**src/vff_pkg.sv**
```systemverilog
// Shared types, widths and register codes for the venturi flow unit.
`timescale 1ns / 1ps

package vff_pkg;

  localparam int SampleBits = 10;
  localparam int SlopeW     = 24;
  localparam int OffsetW    = 32;
  localparam int GainW      = 32;
  localparam int FlowW      = 32;
  localparam int FracBits   = 16;

  localparam int ProdW  = SampleBits + 1 + SlopeW;
  localparam int DiffW  = ((ProdW > OffsetW) ? ProdW : OffsetW) + 2;
  localparam int RootW  = (DiffW + 1) / 2;
  localparam int XW     = 2 * RootW;
  localparam int RemW   = RootW + 3;
  localparam int GprodW = RootW + GainW;

  localparam int AddrW  = 5;
  localparam int DataW  = 32;

  localparam logic signed [SlopeW-1:0]  SlopeReset  = SlopeW'(256);
  localparam logic signed [OffsetW-1:0] OffsetReset = '0;
  localparam logic [GainW-1:0]          GainReset   = GainW'(65536);

  typedef enum logic [2:0] {
    RegSlopeInhInlet  = 3'd0,
    RegSlopeInhThroat = 3'd1,
    RegSlopeExhInlet  = 3'd2,
    RegSlopeExhThroat = 3'd3,
    RegOffsetInh      = 3'd4,
    RegOffsetExh      = 3'd5,
    RegFlowGain       = 3'd6
  } reg_idx_e;

  typedef struct packed {
    logic [SampleBits-1:0] inhale_inlet_sample;
    logic [SampleBits-1:0] inhale_throat_sample;
    logic [SampleBits-1:0] exhale_inlet_sample;
    logic [SampleBits-1:0] exhale_throat_sample;
  } vff_req_t;

  typedef struct packed {
    logic [FlowW-1:0] inhale_flow;
    logic [FlowW-1:0] exhale_flow;
    logic             inhale_reverse;
    logic             exhale_reverse;
  } vff_rsp_t;

  typedef struct packed {
    logic signed [SlopeW-1:0]  slope_inh_inlet;
    logic signed [SlopeW-1:0]  slope_inh_throat;
    logic signed [SlopeW-1:0]  slope_exh_inlet;
    logic signed [SlopeW-1:0]  slope_exh_throat;
    logic signed [OffsetW-1:0] offset_inh;
    logic signed [OffsetW-1:0] offset_exh;
    logic [GainW-1:0]          flow_gain;
  } cfg_t;

  typedef struct packed {
    logic [XW-1:0]    x;
    logic [RemW-1:0]  rem;
    logic [RootW-1:0] root;
  } root_lane_t;

  typedef struct packed {
    root_lane_t inh;
    root_lane_t exh;
    logic       rev_inh;
    logic       rev_exh;
  } root_stage_t;

endpackage

```
**src/vff_post.sv**
```systemverilog
// Back stages: root times flow gain, then scale and saturate into the result.
`timescale 1ns / 1ps

module vff_post (
  input  logic                 clk_i,
  input  logic                 rst_ni,
  input  vff_pkg::cfg_t        cfg_i,
  input  logic                 in_valid_i,
  input  vff_pkg::root_stage_t in_stg_i,
  output logic                 in_ready_o,
  output logic                 out_valid_o,
  output vff_pkg::vff_rsp_t    out_rsp_o,
  input  logic                 out_ready_i
);

  localparam int GprodW = vff_pkg::GprodW;
  localparam int FlowW  = vff_pkg::FlowW;
  localparam int Frac   = vff_pkg::FracBits;

  logic              m_valid_q;
  logic              m_ready;
  logic [GprodW-1:0] gi_q, ge_q;
  logic              ri_q, re_q;

  logic              o_valid_q;
  vff_pkg::vff_rsp_t rsp_q, rsp_d;

  assign in_ready_o = !m_valid_q || m_ready;
  assign m_ready    = !o_valid_q || out_ready_i;

  always_ff @(posedge clk_i or negedge rst_ni) begin
    if (!rst_ni) begin
      m_valid_q <= 1'b0;
    end else if (in_ready_o) begin
      m_valid_q <= in_valid_i;
    end
  end

  always_ff @(posedge clk_i) begin
    if (in_valid_i && in_ready_o) begin
      gi_q <= GprodW'(in_stg_i.inh.root) * GprodW'(cfg_i.flow_gain);
      ge_q <= GprodW'(in_stg_i.exh.root) * GprodW'(cfg_i.flow_gain);
      ri_q <= in_stg_i.rev_inh;
      re_q <= in_stg_i.rev_exh;
    end
  end

  always_comb begin
    rsp_d.inhale_flow    = (|gi_q[GprodW-1:Frac+FlowW]) ? '1 : gi_q[Frac+FlowW-1:Frac];
    rsp_d.exhale_flow    = (|ge_q[GprodW-1:Frac+FlowW]) ? '1 : ge_q[Frac+FlowW-1:Frac];
    rsp_d.inhale_reverse = ri_q;
    rsp_d.exhale_reverse = re_q;
  end

  always_ff @(posedge clk_i or negedge rst_ni) begin
    if (!rst_ni) begin
      o_valid_q <= 1'b0;
    end else if (m_ready) begin
      o_valid_q <= m_valid_q;
    end
  end

  always_ff @(posedge clk_i) begin
    if (m_valid_q && m_ready) begin
      rsp_q <= rsp_d;
    end
  end

  assign out_valid_o = o_valid_q;
  assign out_rsp_o   = rsp_q;

endmodule

```
**config.mk**
```make
export PLATFORM = sky130hd
export DESIGN_NAME = vff_post
export DESIGN_NICKNAME = d
export VERILOG_FILES = /design/src/vff_pkg.sv /design/src/vff_post.sv
export SDC_FILE = /design/constraint.sdc
export NUM_CORES = 2
export LEC_CHECK = 0
export BUFFER_PORTS_ARGS = -buffer_cell sky130_fd_sc_hd__buf_2
export CORE_MARGIN = 1.5
export CORE_UTILIZATION = 55
export CTS_CLUSTER_SIZE = 12
export DETAILED_ROUTE_END_ITERATION = 8
export PLACE_DENSITY_LB_ADDON = 0.25
export SLEW_MARGIN = 40
export SYNTH_ARGS = -nofsm -noshare
export SYNTH_HDL_FRONTEND = slang
export SYNTH_SLANG_ARGS = --single-unit
export TNS_END_PERCENT = 100
```
**constraint.sdc**
```tcl
create_clock -name clk_i -period 3.3 [get_ports clk_i]
set_input_delay 0.495 -clock clk_i [delete_from_list [all_inputs] [get_ports clk_i]]
set_output_delay 0.495 -clock clk_i [all_outputs]
set_load 0.01 [all_outputs]
```
# ---- After elaboration in Yosys (flattened, before gate mapping)
# Index checks and enable logic that the tools add are counted.
dict set report word_totals {
  register_bits 172
}
dict set report classes {
  reduce_logical 8
  mul 2
}
# operator n
set ops {}
lappend ops {{multiplier 19 x 32 -> 51 bit} 2}
lappend ops {{OR reduction 3 bit} 2}
lappend ops {{logical AND 1 bit} 2}
lappend ops {{logical NOT 1 bit} 2}
lappend ops {{logical OR 1 bit} 2}

# ---- Logic depth before layout (Yosys ltp)
dict set report depth {
  ltp_word 4
  depth_mapped 25
}

# ---- Worst setup path after synthesis
# OpenSTA, ideal clock, no wires.
dict set report synth_path {
  path_type {in2reg}
  start {input cfg_i[7] (netlist name)}
  end {register gi_q[43], data pin}
  setup_ps 264
  arrival_ps 6397
  n_path_buf 2
  path_stages 24
  slack_ps -3361
  path_cell_list {clkbuf_1 clkbuf_1 nand2_1 fa_1 inv_1 fa_1 inv_1 fa_1 inv_1 fa_1 fa_1 inv_1 fa_1 inv_1 ha_1 and3_2 and3_4 a211o_1 o31ai_2 nand2_2 a221oi_4 o22ai_2 a311oi_2 xnor2_1}
}
dict set report synth_via {
  elab_chain_len 1
}
# item line
set synth_rtl {}
lappend synth_rtl {{start, declared} vff_post.sv:7} ;# input vff_pkg::cfg_t cfg_i,
lappend synth_rtl {{multiplier 19 x 32 -> 51 bit} vff_post.sv:41} ;# gi_q <= GprodW'(in_stg_i.inh.root) * GprodW'(cfg_i.flow_gain);
lappend synth_rtl {{end signal, assigned} vff_post.sv:41}
lappend synth_rtl {{end, declared} vff_post.sv:22} ;# logic [GprodW-1:0] gi_q, ge_q;
# Every way passes these cells.
# A chain may end at the register's enable or synchronous reset.

# ---- Worst setup path in the final report
dict set report layout_path {
  start {input cfg_i[13] (netlist name)}
  end {register gi_q[36], data pin}
}
# Same word-level chain as after synthesis.

==> flow_metrics.tcl <==
set metrics [dict create \
    syn2layout_area_growth_pct 22.76 \
    syn_avg_cell_area_um2 9.164 \
    num_rows 102 \
    async_flop_share_pct 1.429 \
    place_ws_ns -3.521 \
    critPathArrivalTime_ns 6.32 \
    synth_top_area_cell "fa_1" \
    ys_seq_area_share_pct 9.729 \
    start_util_pct 55.65 \
    worst_path_largest_cell_delay_ns 0.56 \
    synth_ff_type "edfxtp_1" \
    port_buffers 143 \
    start_kind "input pin" \
    gp_congestion 0.9045 \
    fin_nets 6867 \
    cts_inserted_buffers 17 \
    crit_family "adder cells" \
    cts-root-buf "clkbuf_16" \
    drt_wl_total_um 108900 \
    period_minus_slack_ns 6.107 \
    fin_worst_skew_ns 0.01559 \
    r2r_start "out_valid_o$_DFFE_PN0P_" \
    timing.final.crit_share_pct 185.1 \
    end_kind "flop" \
    via_per_inst 5.112 \
    rsz0062_at_grt "true" \
    cp_common_cell "fa_1" \
    slew_headroom_pct 55.08 \
    cp_max_fo 6 \
    clk_pin_slew_ns 0.06 \
    fin_util_pct 68.31 \
    dp_hpwl_um 90230 \
    drtPass1Iterations 6 \
    final-max-slew-violation-count 0 \
    grt.overflow.total 0 \
    fp.dieH_um 283.0 \
    r2r_cells 3 \
    startpoint "cfg_i[13]" \
    wl_met1_um 45670 \
    fill_cells 5884 \
    synth_edf_count 138 \
    rrSetupSlack_ns 1.52 \
    worst-path-buf-inv 9 \
    drtIter0Drc 1913 \
    route.met3.wl_um 7396 \
    postPlaceCellArea_mm2 0.04933 \
    clock_latency_ns 0.47 \
    cts_tree "yes" \
    timing.fmax_ghz 0.1637 \
    ys_ff_latch 140 \
    seqCellArea_mm2 0.004194 \
    top_layer_used "met5" \
    violations "negative setup slack" \
    drc 0 \
    drive_gt1_share_pct 22.71 \
    multiInputGateArea_mm2 0.03531 \
    syn-instance-count 4704 \
    maxCapViolations 0 \
    antenna_found_initial 3 \
    track_usage_pct 28.39 \
    core_mm2 0.07747 \
    status "finished, violations left" \
    hold_class "in -> reg" \
    vias 32130 \
    setup_tns_ns -170.81 \
    clk_path_buf_depth 2 \
    cp_slowest_cell "fa_1" \
    cp_data_required_time_ns 3.51 \
    synth_nets 6340 \
    worstMarginPinSlew_ns 0.6738 \
    grt_first_pass_wirelength_um 180900 \
    post_drt_wl_per_cell_um 17.33 \
    design.die.area_mm2 0.08007 \
    synth_top_area_share_pct 47.18 \
    die-width_um 283.0 \
    clock_sinks 140 \
    yosysWarnings 0 \
    hold_depth 1 \
    h-tree-depth 4 \
    setup_viol 70 \
    wl_met2_um 53230 \
    io_pins 424 \
    netlist_area_mm2 0.04311 \
    critPathKind "in -> reg" \
    fin_area_mm2 0.05292 \
    synthDistinctLibCells 65 \
    grt_pass1_vias 34950 \
    hold_violations 0 \
    synth_area_leaders "fa_1 47%, inv_1 11%, edfxtp_1 9.6%" \
    grt_max_degree 38 \
    finalWorstSetupSlack_ns -2.807 \
    hold_path.startpoint "in_stg_i[0]" \
    rr_endpoint "gi_q[28]$_DFFE_PP_" \
    ant_nets 0 \
    min_to "re_q$_DFFE_PP_" \
]
-- through the flow --
step	hold slack, ns	instances
2_1_floorplan	0.1994	4704
4_1_cts	0.1917	6259
6_report	0.2132	6285
5_1_grt	0.2096	6285
3_3_place_gp	0.2800	6158
3_5_place_dp	0.2822	6159
-- cell type report --
class / count / area share (%)
repair buffers: 773 / 13.14
diodes: 1 / 0.004729
flip-flops and latches: 140 / 7.925
clock buffers: 20 / 0.8252
clock inverters: 12 / 0.1868
inverters: 1232 / 8.739
well taps: 1040 / 2.459
multi-input cells: 3067 / 66.72
-- synth_stat cells, types with 2 or more instances --
cell type,count
a211o_1,2
a211oi_1,6
a21boi_0,2
a21o_1,47
a21oi_1,81
a221oi_1,7
a31o_2,3
a31oi_1,4
a32oi_1,2
a41oi_1,3
and2_1,600
and3_1,7
and4_1,5
buf_1,3
buf_2,2
clkbuf_1,260
dfrtp_1,2
edfxtp_1,138
fa_1,1016
ha_1,264
inv_1,1232
nand2_1,670
nand2b_1,70
nand3_1,10
nand4_1,24
nor2_1,44
nor2b_1,8
nor3_1,13
nor4_1,4
o211a_1,3
o211ai_1,5
o21a_1,5
o21ai_0,50
o21bai_1,5
o31ai_1,5
or2_2,2
xnor2_1,48
xor2_1,25
-- worst max-delay path by stage --
stage,end,slack (ns),cells after the start
after floorplan,gi_q[43]$_DFFE_PP_,-3.00,22
after global placement,ge_q[45]$_DFFE_PP_,-3.47,25
after detailed placement,gi_q[43]$_DFFE_PP_,-3.52,23
after CTS,ge_q[47]$_DFFE_PP_,-2.77,23
after global routing,ge_q[33]$_DFFE_PP_,-2.96,26
final,gi_q[36]$_DFFE_PP_,-2.81,25
-- repair_timing --
action                     4_1_cts  5_1_grt
pin swaps                      204      156
setup endpoints to repair       70       70
buffers inserted                73       35
hold endpoints to repair         2        0
gates resized for setup        392      179
hold buffers                     1        0
cloned                           8        3
-- flip-flops by register name (all words and copies together), names as in the netlist --
register,count
ge_q,35
gi_q,35
m_valid_q,1
out_rsp_o,66
out_valid_o,1
re_q,1
ri_q,1
-- placed cells by master (no fill, tap or decap), types with 9 or more instances in the layout --
cell,instances
inv_1,1187
fa_1,955
nand2_1,647
and2_1,535
buf_4,497
ha_1,217
edfxtp_1,138
buf_6,103
buf_2,91
nand2b_1,69
and2_4,66
fa_2,61
buf_12,55
a21o_1,47
ha_4,46
inv_2,45
a21oi_1,44
xnor2_1,34
nor2_1,33
nand4_1,24
o21ai_0,23
a21oi_2,22
o21ai_2,20
xor2_1,20
clkbuf_16,19
buf_8,16
a21oi_4,15
nand2_2,15
xnor2_2,14
nand2_4,9
nand3_1,9
-- kinds of logic (layout without fill, tap and decap cells) --
logic type               after synthesis  count (layout)  synth area share (%)
AO/OA/AOI/OAI                        249             249                 3.791
XOR/XNOR                              73              73                 1.483
adder cells (fa/ha/maj)             1280            1280                 54.84
buffers and inverters               1497            2037                 13.04
flip-flops                           140             140                 9.729
other                                  0               1                     0
AND/OR/NAND/NOR                     1465            1465                 17.11
-- worst reg2reg max path, delay by kind of cell (launching register included) --
family                 cells  cell delay (ns)
and+or+nand+nor            2             0.74
buffers and inverters      1             0.31
DFF                        1             0.39
-- routing by layer --
layer	up-vias	global-route usage, %
li1	14570	-
met1	16330	38.61
met2	1051	47.60
met3	172	4.855
met4	4	6.868
met5	-	0
Power is left out: the tool's default activity adds up to more than one toggle a clock period on the data nets, which glitch-free logic cannot reach.
