[src/vff_pkg.sv]
// Shared types, widths and register codes for the venturi flow unit.
`timescale 1ns / 1ps

package vff_pkg;

  localparam int SampleBits = 10;
  localparam int SlopeW     = 24;
  localparam int OffsetW    = 32;
  localparam int GainW      = 32;
  localparam int FlowW      = 32;
  localparam int FracBits   = 16;

  localparam int ProdW  = SampleBits + 1 + SlopeW;
  localparam int DiffW  = ((ProdW > OffsetW) ? ProdW : OffsetW) + 2;
  localparam int RootW  = (DiffW + 1) / 2;
  localparam int XW     = 2 * RootW;
  localparam int RemW   = RootW + 3;
  localparam int GprodW = RootW + GainW;

  localparam int AddrW  = 5;
  localparam int DataW  = 32;

  localparam logic signed [SlopeW-1:0]  SlopeReset  = SlopeW'(256);
  localparam logic signed [OffsetW-1:0] OffsetReset = '0;
  localparam logic [GainW-1:0]          GainReset   = GainW'(65536);

  typedef enum logic [2:0] {
    RegSlopeInhInlet  = 3'd0,
    RegSlopeInhThroat = 3'd1,
    RegSlopeExhInlet  = 3'd2,
    RegSlopeExhThroat = 3'd3,
    RegOffsetInh      = 3'd4,
    RegOffsetExh      = 3'd5,
    RegFlowGain       = 3'd6
  } reg_idx_e;

  typedef struct packed {
    logic [SampleBits-1:0] inhale_inlet_sample;
    logic [SampleBits-1:0] inhale_throat_sample;
    logic [SampleBits-1:0] exhale_inlet_sample;
    logic [SampleBits-1:0] exhale_throat_sample;
  } vff_req_t;

  typedef struct packed {
    logic [FlowW-1:0] inhale_flow;
    logic [FlowW-1:0] exhale_flow;
    logic             inhale_reverse;
    logic             exhale_reverse;
  } vff_rsp_t;

  typedef struct packed {
    logic signed [SlopeW-1:0]  slope_inh_inlet;
    logic signed [SlopeW-1:0]  slope_inh_throat;
    logic signed [SlopeW-1:0]  slope_exh_inlet;
    logic signed [SlopeW-1:0]  slope_exh_throat;
    logic signed [OffsetW-1:0] offset_inh;
    logic signed [OffsetW-1:0] offset_exh;
    logic [GainW-1:0]          flow_gain;
  } cfg_t;

  typedef struct packed {
    logic [XW-1:0]    x;
    logic [RemW-1:0]  rem;
    logic [RootW-1:0] root;
  } root_lane_t;

  typedef struct packed {
    root_lane_t inh;
    root_lane_t exh;
    logic       rev_inh;
    logic       rev_exh;
  } root_stage_t;

endpackage

[src/vff_regs.sv]
// APB-style register file holding calibration slopes, offsets and flow gain.
`timescale 1ns / 1ps

module vff_regs (
  input  logic                       clk_i,
  input  logic                       rst_ni,
  input  logic                       psel,
  input  logic                       penable,
  input  logic                       pwrite,
  input  logic [vff_pkg::AddrW-1:0]  paddr,
  input  logic [vff_pkg::DataW-1:0]  pwdata,
  output logic [vff_pkg::DataW-1:0]  prdata,
  output logic                       pready,
  output vff_pkg::cfg_t              cfg_o
);

  vff_pkg::cfg_t    cfg_q;
  vff_pkg::reg_idx_e idx;
  logic             wr_en;

  assign pready = 1'b1;
  assign idx    = vff_pkg::reg_idx_e'(paddr[vff_pkg::AddrW-1:2]);
  assign wr_en  = psel && penable && pwrite;
  assign cfg_o  = cfg_q;

  always_ff @(posedge clk_i or negedge rst_ni) begin
    if (!rst_ni) begin
      cfg_q.slope_inh_inlet  <= vff_pkg::SlopeReset;
      cfg_q.slope_inh_throat <= vff_pkg::SlopeReset;
      cfg_q.slope_exh_inlet  <= vff_pkg::SlopeReset;
      cfg_q.slope_exh_throat <= vff_pkg::SlopeReset;
      cfg_q.offset_inh       <= vff_pkg::OffsetReset;
      cfg_q.offset_exh       <= vff_pkg::OffsetReset;
      cfg_q.flow_gain        <= vff_pkg::GainReset;
    end else if (wr_en) begin
      case (idx)
        vff_pkg::RegSlopeInhInlet:  cfg_q.slope_inh_inlet  <= pwdata[vff_pkg::SlopeW-1:0];
        vff_pkg::RegSlopeInhThroat: cfg_q.slope_inh_throat <= pwdata[vff_pkg::SlopeW-1:0];
        vff_pkg::RegSlopeExhInlet:  cfg_q.slope_exh_inlet  <= pwdata[vff_pkg::SlopeW-1:0];
        vff_pkg::RegSlopeExhThroat: cfg_q.slope_exh_throat <= pwdata[vff_pkg::SlopeW-1:0];
        vff_pkg::RegOffsetInh:      cfg_q.offset_inh       <= pwdata[vff_pkg::OffsetW-1:0];
        vff_pkg::RegOffsetExh:      cfg_q.offset_exh       <= pwdata[vff_pkg::OffsetW-1:0];
        vff_pkg::RegFlowGain:       cfg_q.flow_gain        <= pwdata[vff_pkg::GainW-1:0];
        default: ;
      endcase
    end
  end

  always_comb begin
    case (idx)
      vff_pkg::RegSlopeInhInlet:  prdata = vff_pkg::DataW'(cfg_q.slope_inh_inlet);
      vff_pkg::RegSlopeInhThroat: prdata = vff_pkg::DataW'(cfg_q.slope_inh_throat);
      vff_pkg::RegSlopeExhInlet:  prdata = vff_pkg::DataW'(cfg_q.slope_exh_inlet);
      vff_pkg::RegSlopeExhThroat: prdata = vff_pkg::DataW'(cfg_q.slope_exh_throat);
      vff_pkg::RegOffsetInh:      prdata = vff_pkg::DataW'(cfg_q.offset_inh);
      vff_pkg::RegOffsetExh:      prdata = vff_pkg::DataW'(cfg_q.offset_exh);
      vff_pkg::RegFlowGain:       prdata = vff_pkg::DataW'(cfg_q.flow_gain);
      default:                    prdata = '0;
    endcase
  end

endmodule

[config.mk]
export PLATFORM = sky130hd
export DESIGN_NAME = vff_regs
export DESIGN_NICKNAME = d
export VERILOG_FILES = /design/src/vff_pkg.sv /design/src/vff_regs.sv
export SDC_FILE = /design/constraint.sdc
export NUM_CORES = 1
export LEC_CHECK = 0
export ABC_AREA = 1
export BUFFER_PORTS_ARGS = -buffer_cell sky130_fd_sc_hd__buf_2
export CORE_MARGIN = 2
export CORE_UTILIZATION = 50
export DETAILED_ROUTE_END_ITERATION = 16
export PLACE_DENSITY = 0.79
export RECOVER_POWER = 25
export SLEW_MARGIN = 20
export SYNTH_ARGS = -nofsm -noshare
export SYNTH_HDL_FRONTEND = slang
export SYNTH_SLANG_ARGS = --single-unit
[constraint.sdc]
create_clock -name clk_i -period 1.85 [get_ports clk_i]
set_input_delay 0 -clock clk_i [delete_from_list [all_inputs] [get_ports clk_i]]
set_output_delay 0 -clock clk_i [all_outputs]
set_load 0.01 [all_outputs]
* Word-level counts from Yosys, hierarchy flattened
Index checks and enable logic that the tools add are counted.
Word-level totals: logic and storage cells 24, output and inout port bits 225, bits of input ports 42, bits in registers 192
Cells by class: reductions and logical operators 10, multiplexer cells 1, equality and inequality tests 6
Operators by type and width (count):
- one-hot mux 32 bit (7 select lines) | 1
- AND reduction 2 bit | 7
- equality test 3 bit (second input constant) | 3
- equality test 3 x 2 -> 1 bit (second input constant) | 2
- equality test 3 x 1 -> 1 bit (second input constant) | 1
- zero test 3 bit | 1
- logical AND 1 bit | 2

* Logic depth before layout (Yosys ltp)
word-level depth 3, gate-level depth with buffers 8, gate-level depth less buffers 6

* Least setup slack after synthesis
No wires, ideal clock.
path kind input-to-reg, start input port psel, end register cfg_q (netlist bit cfg_o[74]), required time 1727 ps, setup slack 929 ps, arrival 798 ps, library setup time 123 ps, path buffers 2, stages on the path 7, path through nand2_1 > nor2_4 > inv_6 > buf_2 > clkbuf_1 > o21ai_0 > nand2_1
Between the ends: word-level cells in the longest chain between the ends 3
RTL lines:
- start: declaration | RTL line vff_regs.sv:7 | input logic psel,
- logical AND 1 bit (2 in a row) | RTL line vff_regs.sv:23 | assign wr_en = psel && penable && pwrite;
- AND reduction 2 bit (no source line)
- end: declaration | RTL line vff_regs.sv:17 | vff_pkg::cfg_t cfg_q;
No other way between the ends. A chain may end at the register's enable or synchronous reset.

* Worst setup path after layout
start input port paddr[2] (netlist name), end output port prdata[0] (netlist name)
Between the ends: word-level cells in the longest chain between the ends 2, elaborated cells between the ends (all ways) 8, classes of those cells eq/ne (6); mux (1); reduce/logical (1)
RTL lines:
- start: declaration | RTL line vff_regs.sv:10 | input logic [vff_pkg::AddrW-1:0] paddr,
- equality test 3 bit, or another cell as far along | RTL line vff_regs.sv:50 | case (idx)
- one-hot mux 32 bit (7 select lines) (*) | RTL line vff_regs.sv:50
- end: declaration | RTL line vff_regs.sv:12 | output logic [vff_pkg::DataW-1:0] prdata,
Every way passes the cells marked *; elsewhere a longest branch is shown, timed or not.

==> reports/qor.txt <==
Initial Utilization: 0.508
Final ANT Viol Nets: 0
Hold Path Class: input pin to register
Crit. End Element: output pin
Placed cell count: 1731
Number of synthesized flops with an enable pin: 0
Cell taking the most area after synthesis: dfrtp_1
Synth async-reset ratio: 1.00
Mean post-synth cell area: 7.79 µm²
Avg WL per Cell: 18.0 µm
Sw frac: 0.338
Max cap viols: 0
H-tree Lvls: 4
Setup_tns: 0 ns
Clock sink total: 192
Clock power share: 0.300
Multi-input gate area: 4200 µm²
Design area: 12100 µm²
Routed wire length: 32300 µm
Final Cycle Share: 0.813
Netlist Area Pre-Place: 9860 µm²
Setup-failing EPs final: 0
CTS tree: built
Post-synth top cells: nand2_1 (458), dfrtp_1 (187), o21ai_0 (168)
Clock Skew: 0 ns
Slowest library cell on the worst path: buf_2
PnR worst setup slack: 0.346 ns
Slew Limit Fails: 0
Cell Int Power: 8.22 mW
Net Switching: 4.20 mW
Yosys top cell area share: 0.475
Status: completed
WP data required: 1.85 ns
Adder-cell share of the synthesized area: 0
Maximum vdd drop: 0.683 mV
Bufs and invs on worst path: 4
# rows: 51
Total grt overflow: 0
Largest delay share family, worst path: buffers and inverters
CP Launch Type: input pin
Layout cells sized above 1: 0.234
Post-synthesis mux area share: 0
Combinational power share: 0.244
Most used flip-flop cell after synthesis: dfrtp_1
Vias after detailed routing: 10100
Crit-path max FO: 27
Arrival time worst endpoint: 1.50 ns
Fillcell total: 1739
Number of CTS-inserted buffers: 17
Synth Area in Simple Gates: 0.328
Final HPWL DP: 21000 µm
Slew headroom: 0.301
DIE WIDTH: 144 µm
Core Area: 19400 µm²
Clk root buf: clkbuf_16
Initial antenna violation count: 1
Netlist cell types: 27
Largest net degree at the start of global routing: 76
Max FFs per register: 192
Hold Fails Final Rpt: 0
First-pass GRT wire length: 50500 µm
DRC viols: 0
Clk_lat worst skew: 0.43 ns
Nets@finish: 1560
Crit path cell chain: buf_2 -> inv_4 -> nor2_8 -> nand2_2 -> buf_12 -> nor2_1 -> nor2_1 -> nand2_1 -> buf_2
Die Y: 144 µm
Xor/xnor cell area share of the yosys netlist: 0
Placed cell area: 11200 µm²
GPL Wtd Cong: 0.854
Main combinational cell family by area after synthesis: simple AND/OR/NAND/NOR gates
Count of state elements after synthesis: 192
Fin crit period: 1.50 ns
All-layer global routing usage: 0.314
Synth Instances: 1266
Sequential Area: 4810 µm²
DRT iter0 DRCs: 837
Vias per cell: 5.63
Synth top area cells: dfrtp_1 (47%), nand2_1 (17%), o21ai_0 (8.5%)
Seq/Total Area, Yosys: 0.488
Crit Path Class: input pin to output pin
Pwr dens: 1020 nW/µm²
Die area: 20900 µm²
Worst Max-Slew Pin Slew: 1.05 ns
Power share of the sequential group: 0.456
Crit path largest cell delay: 0.26 ns
Cts repair resizes: 0
CTS max path bufs: 2
I/O pin cnt: 267
Most frequent cell after synthesis: nand2_1
Synth Area in Compound Gates: 0.0990
Fmax: 665 MHz
Static Leakage: 6.86 nW
Syn_nets: 1308
Port buffer count: 263
DP Worst Slack: 0.291 ns
Unrepaired setup endpoints after global routing: no
Vias in the first global route: 9530
DR pass1 iterations: 5
Final Non-Filler Cells: 1797
Synthesis-to-finish area growth: 23.0%
Clock transition at the registers of the reported paths: 0.06 ns
YS warnings: 0
timing repair:
item,4_1_cts,5_1_grt
setup buffers,0,0
hold endpoints to repair,253,0
hold buffers,33,0
through the flow:
stage                     hold slack (ns)   util  power (mW)
final                              0.0750  0.625        12.4
after global placement             0.0489  0.580        8.59
after detailed placement           0.0580  0.580        8.70
after CTS                          0.0764  0.627        12.5
after floorplan                    -0.296      -        7.12
after global routing                0.108  0.625        13.1
layer usage:
metal,GRT usage,vias to the layer above,part of all wire
met5,0,-,0
met3,0.0616,95,0.092
li1,-,4667,-
met1,0.418,4741,0.40
met2,0.495,608,0.47
met4,0.153,0,0.035
worst paths after layout:
check	start	endpoint	slack [ns]	depth (start not counted)
setup / recovery	paddr[2]	prdata[0]	0.35	9
hold reg to reg	cfg_o[176]	cfg_o[176]	0.49	2
setup reg to reg	cfg_o[104]	cfg_o[104]	1.08	2
max in group asynchronous	rst_ni	cfg_o[94]	0.40	3
min in group asynchronous	rst_ni	cfg_o[122]	0.31	2
hold / removal	penable	cfg_o[144]	0.07	5
power groups by stage:
| stage | logic, mW | clock network, mW | registers (mW) |
|---|---|---|---|
| floorplan | 1.17 | 0 | 5.95 |
| global placement | 2.90 | 0 | 5.69 |
| detailed placement | 2.99 | 0 | 5.71 |
| CTS | 3.05 | 3.76 | 5.65 |
| global route | 3.39 | 3.94 | 5.76 |
| finish | 3.03 | 3.72 | 5.67 |
final cells by class:
cell class | count | area share
Multi-Input combinational cell | 916 | 0.347
Sequential cell | 192 | 0.397
Inverter | 53 | 0.0172
Clock buffer | 20 | 0.0377
Timing Repair Buffer | 338 | 0.163
Antenna cell | 1 | 0.000206
Clock inverter | 12 | 0.0109
Tap cell | 265 | 0.0274
cells by family after synthesis:
| group | after synthesis |
|---|---|
| and+or+nand+nor | 723 |
| AOI/OAI and AO/OA | 192 |
| buffers and inverters | 158 |
| DFF | 192 |
| other | 1 |
worst register-to-register path: cells and delay by family (launching register included):
kind / cells / cell delay (ns)
flip-flops: 1 / 0.56
AO/OA/AOI/OAI: 1 / 0.09
AND/OR/NAND/NOR: 1 / 0.07
layout by cell type (no fill, tap or decap), drive strengths merged:
cell type and n:
bufinv 2, clkbuf 29, clkinvlp 3, dlygate4sd3 33
buf 296, nand3 59, nor2 89, diode 1
dfrtp 187, nand4 112, dfstp 5, o21ai 192
conb 1, clkinv 4, inv 56, nand2 463
Note: power is estimated with default switching activity, not from simulation.
