==> src/vff_pkg.sv <==
// Shared types, widths and register codes for the venturi flow unit.
`timescale 1ns / 1ps

package vff_pkg;

  localparam int SampleBits = 10;
  localparam int SlopeW     = 24;
  localparam int OffsetW    = 32;
  localparam int GainW      = 32;
  localparam int FlowW      = 32;
  localparam int FracBits   = 16;

  localparam int ProdW  = SampleBits + 1 + SlopeW;
  localparam int DiffW  = ((ProdW > OffsetW) ? ProdW : OffsetW) + 2;
  localparam int RootW  = (DiffW + 1) / 2;
  localparam int XW     = 2 * RootW;
  localparam int RemW   = RootW + 3;
  localparam int GprodW = RootW + GainW;

  localparam int AddrW  = 5;
  localparam int DataW  = 32;

  localparam logic signed [SlopeW-1:0]  SlopeReset  = SlopeW'(256);
  localparam logic signed [OffsetW-1:0] OffsetReset = '0;
  localparam logic [GainW-1:0]          GainReset   = GainW'(65536);

  typedef enum logic [2:0] {
    RegSlopeInhInlet  = 3'd0,
    RegSlopeInhThroat = 3'd1,
    RegSlopeExhInlet  = 3'd2,
    RegSlopeExhThroat = 3'd3,
    RegOffsetInh      = 3'd4,
    RegOffsetExh      = 3'd5,
    RegFlowGain       = 3'd6
  } reg_idx_e;

  typedef struct packed {
    logic [SampleBits-1:0] inhale_inlet_sample;
    logic [SampleBits-1:0] inhale_throat_sample;
    logic [SampleBits-1:0] exhale_inlet_sample;
    logic [SampleBits-1:0] exhale_throat_sample;
  } vff_req_t;

  typedef struct packed {
    logic [FlowW-1:0] inhale_flow;
    logic [FlowW-1:0] exhale_flow;
    logic             inhale_reverse;
    logic             exhale_reverse;
  } vff_rsp_t;

  typedef struct packed {
    logic signed [SlopeW-1:0]  slope_inh_inlet;
    logic signed [SlopeW-1:0]  slope_inh_throat;
    logic signed [SlopeW-1:0]  slope_exh_inlet;
    logic signed [SlopeW-1:0]  slope_exh_throat;
    logic signed [OffsetW-1:0] offset_inh;
    logic signed [OffsetW-1:0] offset_exh;
    logic [GainW-1:0]          flow_gain;
  } cfg_t;

  typedef struct packed {
    logic [XW-1:0]    x;
    logic [RemW-1:0]  rem;
    logic [RootW-1:0] root;
  } root_lane_t;

  typedef struct packed {
    root_lane_t inh;
    root_lane_t exh;
    logic       rev_inh;
    logic       rev_exh;
  } root_stage_t;

endpackage

==> src/vff_root_cell.sv <==
// One square-root digit cell: retires two radicand bits per lane and passes on.
`timescale 1ns / 1ps

module vff_root_cell (
  input  logic                 clk_i,
  input  logic                 rst_ni,
  input  logic                 in_valid_i,
  input  vff_pkg::root_stage_t in_stg_i,
  output logic                 in_ready_o,
  output logic                 out_valid_o,
  output vff_pkg::root_stage_t out_stg_o,
  input  logic                 out_ready_i
);

  localparam int XW    = vff_pkg::XW;
  localparam int RemW  = vff_pkg::RemW;
  localparam int RootW = vff_pkg::RootW;

  logic                 valid_q;
  vff_pkg::root_stage_t stg_q, stg_d;

  function automatic vff_pkg::root_lane_t digit_step(input vff_pkg::root_lane_t l);
    vff_pkg::root_lane_t r;
    logic [RemW-1:0]     rem_w;
    logic [RemW-1:0]     trial;
    logic                fits;
    rem_w  = {l.rem[RemW-3:0], l.x[XW-1:XW-2]};
    trial  = RemW'({l.root, 2'b01});
    fits   = rem_w >= trial;
    r.x    = {l.x[XW-3:0], 2'b00};
    r.rem  = fits ? (rem_w - trial) : rem_w;
    r.root = {l.root[RootW-2:0], fits};
    return r;
  endfunction

  always_comb begin
    stg_d     = in_stg_i;
    stg_d.inh = digit_step(in_stg_i.inh);
    stg_d.exh = digit_step(in_stg_i.exh);
  end

  assign in_ready_o = !valid_q || out_ready_i;

  always_ff @(posedge clk_i or negedge rst_ni) begin
    if (!rst_ni) begin
      valid_q <= 1'b0;
    end else if (in_ready_o) begin
      valid_q <= in_valid_i;
    end
  end

  always_ff @(posedge clk_i) begin
    if (in_valid_i && in_ready_o) begin
      stg_q <= stg_d;
    end
  end

  assign out_valid_o = valid_q;
  assign out_stg_o   = stg_q;

endmodule

==> config.mk <==
export PLATFORM = sky130hd
export DESIGN_NAME = vff_root_cell
export DESIGN_NICKNAME = d
export VERILOG_FILES = /design/src/vff_pkg.sv /design/src/vff_root_cell.sv
export SDC_FILE = /design/constraint.sdc
export NUM_CORES = 1
export LEC_CHECK = 0
export ABC_AREA = 1
export BUFFER_PORTS_ARGS = -buffer_cell sky130_fd_sc_hd__buf_2
export CORE_MARGIN = 2
export CORE_UTILIZATION = 30
export CTS_CLUSTER_DIAMETER = 100
export CTS_CLUSTER_SIZE = 40
export DETAILED_ROUTE_END_ITERATION = 8
export GPL_ROUTABILITY_DRIVEN = 0
export HOLD_SLACK_MARGIN = 0.12
export PLACE_DENSITY = 0.55
export SKIP_CTS_REPAIR_TIMING = 1
export SLEW_MARGIN = 20
export SYNTH_ARGS = -nofsm -noshare
export SYNTH_HDL_FRONTEND = slang
export SYNTH_SLANG_ARGS = --single-unit
==> constraint.sdc <==
create_clock -name clk_i -period 8.4 [get_ports clk_i]
set_clock_uncertainty 0.1 [all_clocks]
set_input_delay 0.42 -clock clk_i [delete_from_list [all_inputs] [get_ports clk_i]]
set_output_delay 0.42 -clock clk_i [all_outputs]
set_load 0.01 [all_outputs]
* Yosys cells after proc, flatten, opt, wreduce, memory -nomap -nowiden
Cells that the tools add are included.
** Storage, ports and cells
- Bits in registers :: 157
- Latch bits :: 0
- Memory bits (writable) :: 0
- ROM bits :: 0
- Input port bits :: 164
- Output and inout bits :: 162
- Logic and storage cells :: 18
- Memories :: 0
** Operators by class
- Add/sub/neg operators :: 2
- Multiply operators :: 0
- Div/mod/pow operators :: 0
- Order comparisons :: 2
- Equal/unequal tests :: 0
- Shifts and indexed selects :: 0
- Multiplexer cells :: 2
- Bitwise operators :: 0
- Reductions and logical operators :: 3
** Operators with widths (number)
- 22-bit by 21-bit greater-or-equal comparator with 1-bit output :: 2
- 22-bit two-way mux :: 2
- 22-bit by 21-bit subtractor with 22-bit output :: 2
- 1-bit logical AND :: 1
- 1-bit logical NOT :: 1
- 1-bit logical OR :: 1

* Depth between registers and ports, before layout
Gate-level depths: netlist of the first run.
- Word-level depth :: 3
- Gate-level depth with buffers :: 15
- Mapped depth without buffers :: 13

* Worst setup path before layout of the first run
OpenSTA, ideal clock, no wires.
- Path type :: input -> register
- From :: input in_valid_i
- To :: register stg_q, in the netlist out_stg_o[0] (enable)
- Setup time :: 0.723 ns
- Arrival time :: 7.962 ns
- Data required time :: 7.577 ns
- Setup slack :: -0.385 ns
- Cell stages on the path :: 2
- Path buffers :: 0
- Cell sequence :: inv_1 -> a21oi_1
** On the way
- Longest elaborated chain between the ends :: 1
** RTL lines
- start: declaration :: line vff_root_cell.sv:7 : input logic in_valid_i,
- 1-bit logical AND :: line vff_root_cell.sv:53 : if (in_valid_i && in_ready_o) begin
- end signal: assignment :: line vff_root_cell.sv:54 : stg_q <= stg_d;
- end: declaration :: line vff_root_cell.sv:20 : vff_pkg::root_stage_t stg_q, stg_d;
No other way between the ends.
A chain may end at the register's enable or synchronous reset.

==> results of run 1 <==
[through the flow]
| stage | utilization | area (um^2) | hold WS [ns] |
|---|---|---|---|
| after floorplan | - | 8500 | 0.0244 |
| after global placement | 0.376 | 10500 | 0.0984 |
| after detailed placement | 0.376 | 10500 | 0.0982 |
| after CTS | 0.397 | 11100 | -0.386 |
| after global routing | 0.437 | 12200 | 0.156 |
| final | 0.437 | 12200 | 0.173 |
[cell families (layout without fill, tap and decap cells)]
group	after synthesis	in the layout	share of synthesized area
simple gates	509	509	0.246
compound gates	35	35	0.0225
xor+xnor	19	19	0.0196
fa+ha+maj	42	42	0.0619
flops	157	157	0.555
other cells	1	4	0.000442
buf+inv	194	643	0.0946
[synth_stat cells (5+ instances only)]
cell,count
a21oi_1,26
nand3_1,56
ha_1,42
buf_6,7
nand4_1,6
nor2_1,49
edfxtp_1,156
buf_4,5
inv_1,176
nand3b_1,10
xor2_1,17
nand2_1,372
[per-layer routing]
layer	global-route usage	routed length, um	vias up
li1	-	-	3907
met1	0.207	11500	3474
met2	0.243	11000	270
met3	0.0426	1860	20
met4	0.0541	313	0
met5	0	0	-
[worst register-to-register path: stages (launching register included)]
cell and delay (ns):
dfrtp_1 0.42, a21oi_4 0.18, buf_12 0.62
[sequential cells by signal, summed over array words and instances, names as in the netlist]
signal / count
out_stg_o: 156
out_valid_o: 1
[power by group through the flow]
stage	registers [uW]	logic, uW	clock network, uW
finish	946	454	776
detailed placement	964	413	0
global route	951	512	832
floorplan	1000	228	0
CTS	946	415	810
global placement	962	412	0
[layout make-up]
class,count,share of cell area
Inverter,181,0.0560
Sequential cell,157,0.386
Multi-Input combinational cell,609,0.246
Tap cell,378,0.0388
Clock buffer,17,0.0349
Clock inverter,15,0.0140
Timing Repair Buffer,430,0.224
[how the worst max path moves through the flow]
stage / from / to / depth (start not counted)
final: in_stg_i[13] / out_stg_o[40]$_DFFE_PP_ / 15
after global routing: in_stg_i[12] / out_stg_o[33]$_DFFE_PP_ / 15
after CTS: in_stg_i[12] / out_stg_o[41]$_DFFE_PP_ / 14
after detailed placement: in_stg_i[11] / out_stg_o[41]$_DFFE_PP_ / 14
after global placement: in_stg_i[11] / out_stg_o[35]$_DFFE_PP_ / 14
after floorplan: out_ready_i / out_stg_o[0]$_DFFE_PP_ / 2
==> results.toml, run 1 <==
[floorplan]
core_area_um2 = 27900
die-height_um = 172
initial_core_util = 0.305
num_rows = 61
num_io_pins = 326
dieWidth_um = 172
dieArea_um2 = 29700

[timing]
tns_ns = 0
fin_crit_ns = 2.87
slew_headroom = 0.448
maxSlewViolCount = 0
maxClockFrequency_mhz = 349
period_share = 0.341
setup_viol = 0
grt_setup_unrepaired = "no"
hold_violations = 0
fin_ws_ns = 5.53
worst_pin_slew_ns = 0.828

[global_route]
grt_pass1_vias = 6839
grt_overflow = 0
grt_max_degree = 157
antenna_found_initial = 0
grt.total_usage = 0.156
grt_pass1_wl_um = 35000

[logic_synthesis]
ys_warn_count = 0
synth_top_cell_area_share = 0.552
ys.flop_type = "edfxtp_1"
synth-seq-cells = 157
ys_top_cells_by_area = "edfxtp_1, nand2_1, inv_1"
async_reset_ff_frac = 0.00637
synth_edf_count = 156
synth_top_area_cell = "edfxtp_1"
netlist-cell-type-count = 27
ys_seq_area_frac = 0.555
syn_inst = 957
syn-cell-area_um2 = 8490
syn_avg_cell_area_um2 = 8.87

[setup_path]
worstPathCellList = "dlygate4sd3_1 -> buf_2 -> inv_1 -> ha_1 -> nand2_1 -> inv_1 -> nand2_1 -> nor3_1 -> nand2_1 -> nand2_1 -> nand2_2 -> nand2_4 -> inv_2 -> nand2_1 -> nand2_1"
r2r_start = "out_valid_o$_DFFE_PN0N_"
crit_buf_inv = 5
crit_top_cell = "nand2_1"
slowest_stage = "dlygate4sd3_1"
crit_type = "primary input to flip-flop"
crit_family = "simple AND/OR/NAND/NOR gates"
cpPeakStageDelay_ns = 0.54
path_max_fanout = 24
critPathRequiredTime_ns = 8.48
worst-r2r-setup-slack_ns = 6.61
r2r.worst_path.cells = 2
end_kind = "flip-flop"
r2r-end = "out_stg_o[112]$_DFFE_PP_"
cp_data_arrival_time_ns = 2.95
cp-start-kind = "primary input"

[clocking]
worst_skew_pair.late_latency_ns = 0.43
clk_path_buf_depth = 2
clk_pin_slew_ns = 0.07
cts_tree = "yes"
numCtsBuffers = 17
cts.sinks = 157
root_buffer = "clkbuf_16"
h-tree-depth = 4

[power_and_ir_drop]
p_clk_frac = 0.357
p_leak_uw = 0.00613
internal_power_uw = 1520
totalPowerFinal_uw = 2180
pwr-share-comb = 0.208
swShare = 0.303
p_per_area_nw_per_um2 = 179
power_switching_uw = 659
vdd_drop_max_mv = 0.0914
p_seq_frac = 0.435

[placement]
dpl_worst_slack_ns = 5.66
hpwl_um = 18300
place_inst = 1643
portBuffers = 317

[status]
status = "finished, final reports clean"

[final_layout]
final_cell_mix = "nand2_1, buf_2, inv_1"
instances_no_fill = 1787
synthToLayoutAreaGrowth_pct = 43.6
regArea_um2 = 4710
final_common_cell = "nand2_1"
drive_above_1_share = 0.263
multiInputGateArea_um2 = 3000
diodes = 0
nets = 1602
nFillCells = 2775

[routing]
wl_um = 24600
drc_errors = 0
drtIter0Drc = 253
dr.pass1.iters = 5
vias = 7671
ant_nets = 0
detail_route.wl_per_cell_um = 13.8
via_per_inst = 4.29

[worst_hold_path]
min_path_cells = 3
hold_class = "primary input to flip-flop"
hold_end = "out_stg_o[104]$_DFFE_PP_"
worstHoldStart = "in_stg_i[102]"

[flow_run]
drv_cap = 0
No activity file was read; power rests on OpenSTA's default activity.
==> run 2: changes to the inputs <==
- ABC_AREA: 1 -> 0
- PLACE_DENSITY: 0.55 -> 0.54
- clock period: 8.4 -> 2.7 ns (I/O delays scaled with it)
==> run 2 against run 1 <==
Net effect: cell count down 17%; sequential cell count unchanged; combinational power rose to 3.3 times the previous value; register-to-register slack worse by 5.6 ns; sequential power rose to 3.1 times the previous value; global-route usage down 0.19 points; critical path type unchanged; critical endpoint is now out_stg_o[119]$_DFFE_PP_; largest cell class unchanged; highest routed layer unchanged.
==> results.toml, run 2 <==
[logic_synthesis]
ys_warn_count = 0
post-synth-top-count-cell = "edfxtp_1"
ys_top_cells_by_area = "edfxtp_1, ha_1, inv_1"
synthTopCellsByCount = "edfxtp_1, inv_1, nand2_1"
async_reset_ff_frac = 0.00637
ys.flop_type = "edfxtp_1"
synth_top_cell_area_share = 0.604
synth_edf_count = 156
synth-seq-cells = 157
ys_seq_area_frac = 0.607
syn_inst = 621
synth_top_area_cell = "edfxtp_1"
syn-cell-area_um2 = 7750
netlist-cell-type-count = 55
syn_avg_cell_area_um2 = 12.5

[setup_path]
slowest_stage = "dlygate4sd3_1"
path_max_fanout = 6
cpPeakStageDelay_ns = 0.53
cp_data_arrival_time_ns = 2.70
cp-startpoint = "in_stg_i[85]"
worstPathCellList = "dlygate4sd3_1 -> buf_2 -> inv_1 -> ha_1 -> a21oi_1 -> o21ai_0 -> a221oi_1 -> a31oi_1 -> a211oi_1 -> xor2_1 -> o21ai_1"
cp-start-kind = "primary input"
crit_type = "primary input to flip-flop"
end_kind = "flip-flop"
critPathRequiredTime_ns = 2.79
r2r_start = "out_valid_o$_DFFE_PN0N_"

[clocking]
clk_path_buf_depth = 2
clk_pin_slew_ns = 0.08
h-tree-depth = 4
cts.sinks = 157
cts_tree = "yes"
numCtsBuffers = 17
worst_skew_pair.late_latency_ns = 0.42
root_buffer = "clkbuf_16"

[worst_hold_path]
worstHoldStart = "in_stg_i[158]"
hold_class = "primary input to flip-flop"

[power_and_ir_drop]
p_per_area_nw_per_um2 = 568
vdd_drop_max_mv = 0.302
p_leak_uw = 0.00534

[routing]
vias = 6619
wl_um = 22600
drc_errors = 0
drtIter0Drc = 331
ant_nets = 0
detail_route.wl_per_cell_um = 15.3
via_per_inst = 4.48
dr.pass1.iters = 4

[global_route]
grt_overflow = 0
grt_pass1_wl_um = 31500
use_met1 = 0.193
antenna_found_initial = 4
grt_util_met2 = 0.249
grt.total_usage = 0.154
grt_max_degree = 101
grt-busiest-layer = "met2"
gr-usage-met3 = 0.0502
grt_pass1_vias = 5908

[timing]
slew_headroom = 0.628
whs_ns = 0.132
hold_violations = 0
maxSlewViolCount = 0
worst_pin_slew_ns = 0.558
fin_crit_ns = 2.62
period_share = 0.969
setup_viol = 0
maxClockFrequency_mhz = 382

[placement]
place_inst = 1285
portBuffers = 317
hpwl_um = 16700
placed_area_um2 = 9950

[final_layout]
largest_reg_flops = 156
final_cell_mix = "buf_2, dlygate4sd3_1, edfxtp_1"
nets = 1338
synthToLayoutAreaGrowth_pct = 56.4
instances_no_fill = 1478
final_area_um2 = 12100
drive_above_1_share = 0.350
final_common_cell = "buf_2"

[status]
status = "finished, final reports clean"

[floorplan]
initial_core_util = 0.307
core_area_um2 = 25300
dieArea_um2 = 27100
die-height_um = 165
dieWidth_um = 165
num_io_pins = 326
num_rows = 58

[flow_run]
drv_cap = 0
[run 2: cell count changes after synthesis, sizes merged, moves of 10 or more]
cell    delta
a21o      +18
a21oi     +11
a31oi     +10
inv      -128
mux2      +17
nand2    -325
nand3     -51
nand3b    -10
nor2      -22
o21ai     +43
xnor2     +17
[run 2: through the flow]
stage               total power, uW  setup slack [ns]   TNS, ns   util
floorplan                      3800             0.166         0      -
global placement               4340            -0.151    -0.174  0.394
detailed placement             4350            -0.149    -0.207  0.394
CTS                            6810             0.296         0  0.417
global route                   7230          -0.00255  -0.00255  0.480
finish                         6880            0.0839         0  0.480
[run 2: final cells by class]
type / instances / area [um^2]
Antenna cell: 3 / 7.51
Tap cell: 330 / 413
Fill cell: 2383 / 13100
Sequential cell: 157 / 4710
Clock inverter: 15 / 161
Clock buffer: 17 / 425
Inverter: 53 / 199
Multi-Input combinational cell: 394 / 2730
Timing Repair Buffer: 509 / 3470
[run 2: power by group]
part	switching (uW)	internal (uW)
combinational	773	748
clock	1170	1250
sequential	37.1	2910
total	1980	4910
[run 2: critical path, delay by kind of cell]
kind,cells,cell delay (ns)
buf+inv,3,0.68
compound gates,6,1.35
fa+ha+maj,1,0.36
xor+xnor,1,0.18
[run 2: path summary, 6_finish.rpt]
path,endpoint,slack [ns],depth (start not counted)
hold / removal,out_stg_o[101]$_DFFE_PP_,0.13,4
hold reg to reg,out_stg_o[157]$_DFFE_PP_,0.94,3
max in group asynchronous,out_valid_o$_DFFE_PN0N_,1.94,3
setup reg to reg,out_stg_o[110]$_DFFE_PP_,1.06,3
min in group asynchronous,out_valid_o$_DFFE_PN0N_,0.45,3
setup / recovery,out_stg_o[119]$_DFFE_PP_,0.08,11
[run 2: routing by layer]
metal / part of all wire / routed length (um)
met4: 0.016 / 364
met3: 0.073 / 1650
met5: 0 / 0
met2: 0.48 / 10900
met1: 0.43 / 9730
[run 2: cell families (layout without fill, tap and decap cells)]
group	count (synthesis)	in the layout	share of synthesized area
AO/OA/AOI/OAI	163	163	0.134
flip-flops	157	157	0.607
AND/OR/NAND/NOR	135	135	0.0823
buffers and inverters	73	594	0.0418
adder cells (fa/ha/maj)	42	42	0.0678
XOR/XNOR	33	33	0.0373
multiplexers	17	17	0.0291
other	1	7	0.000484
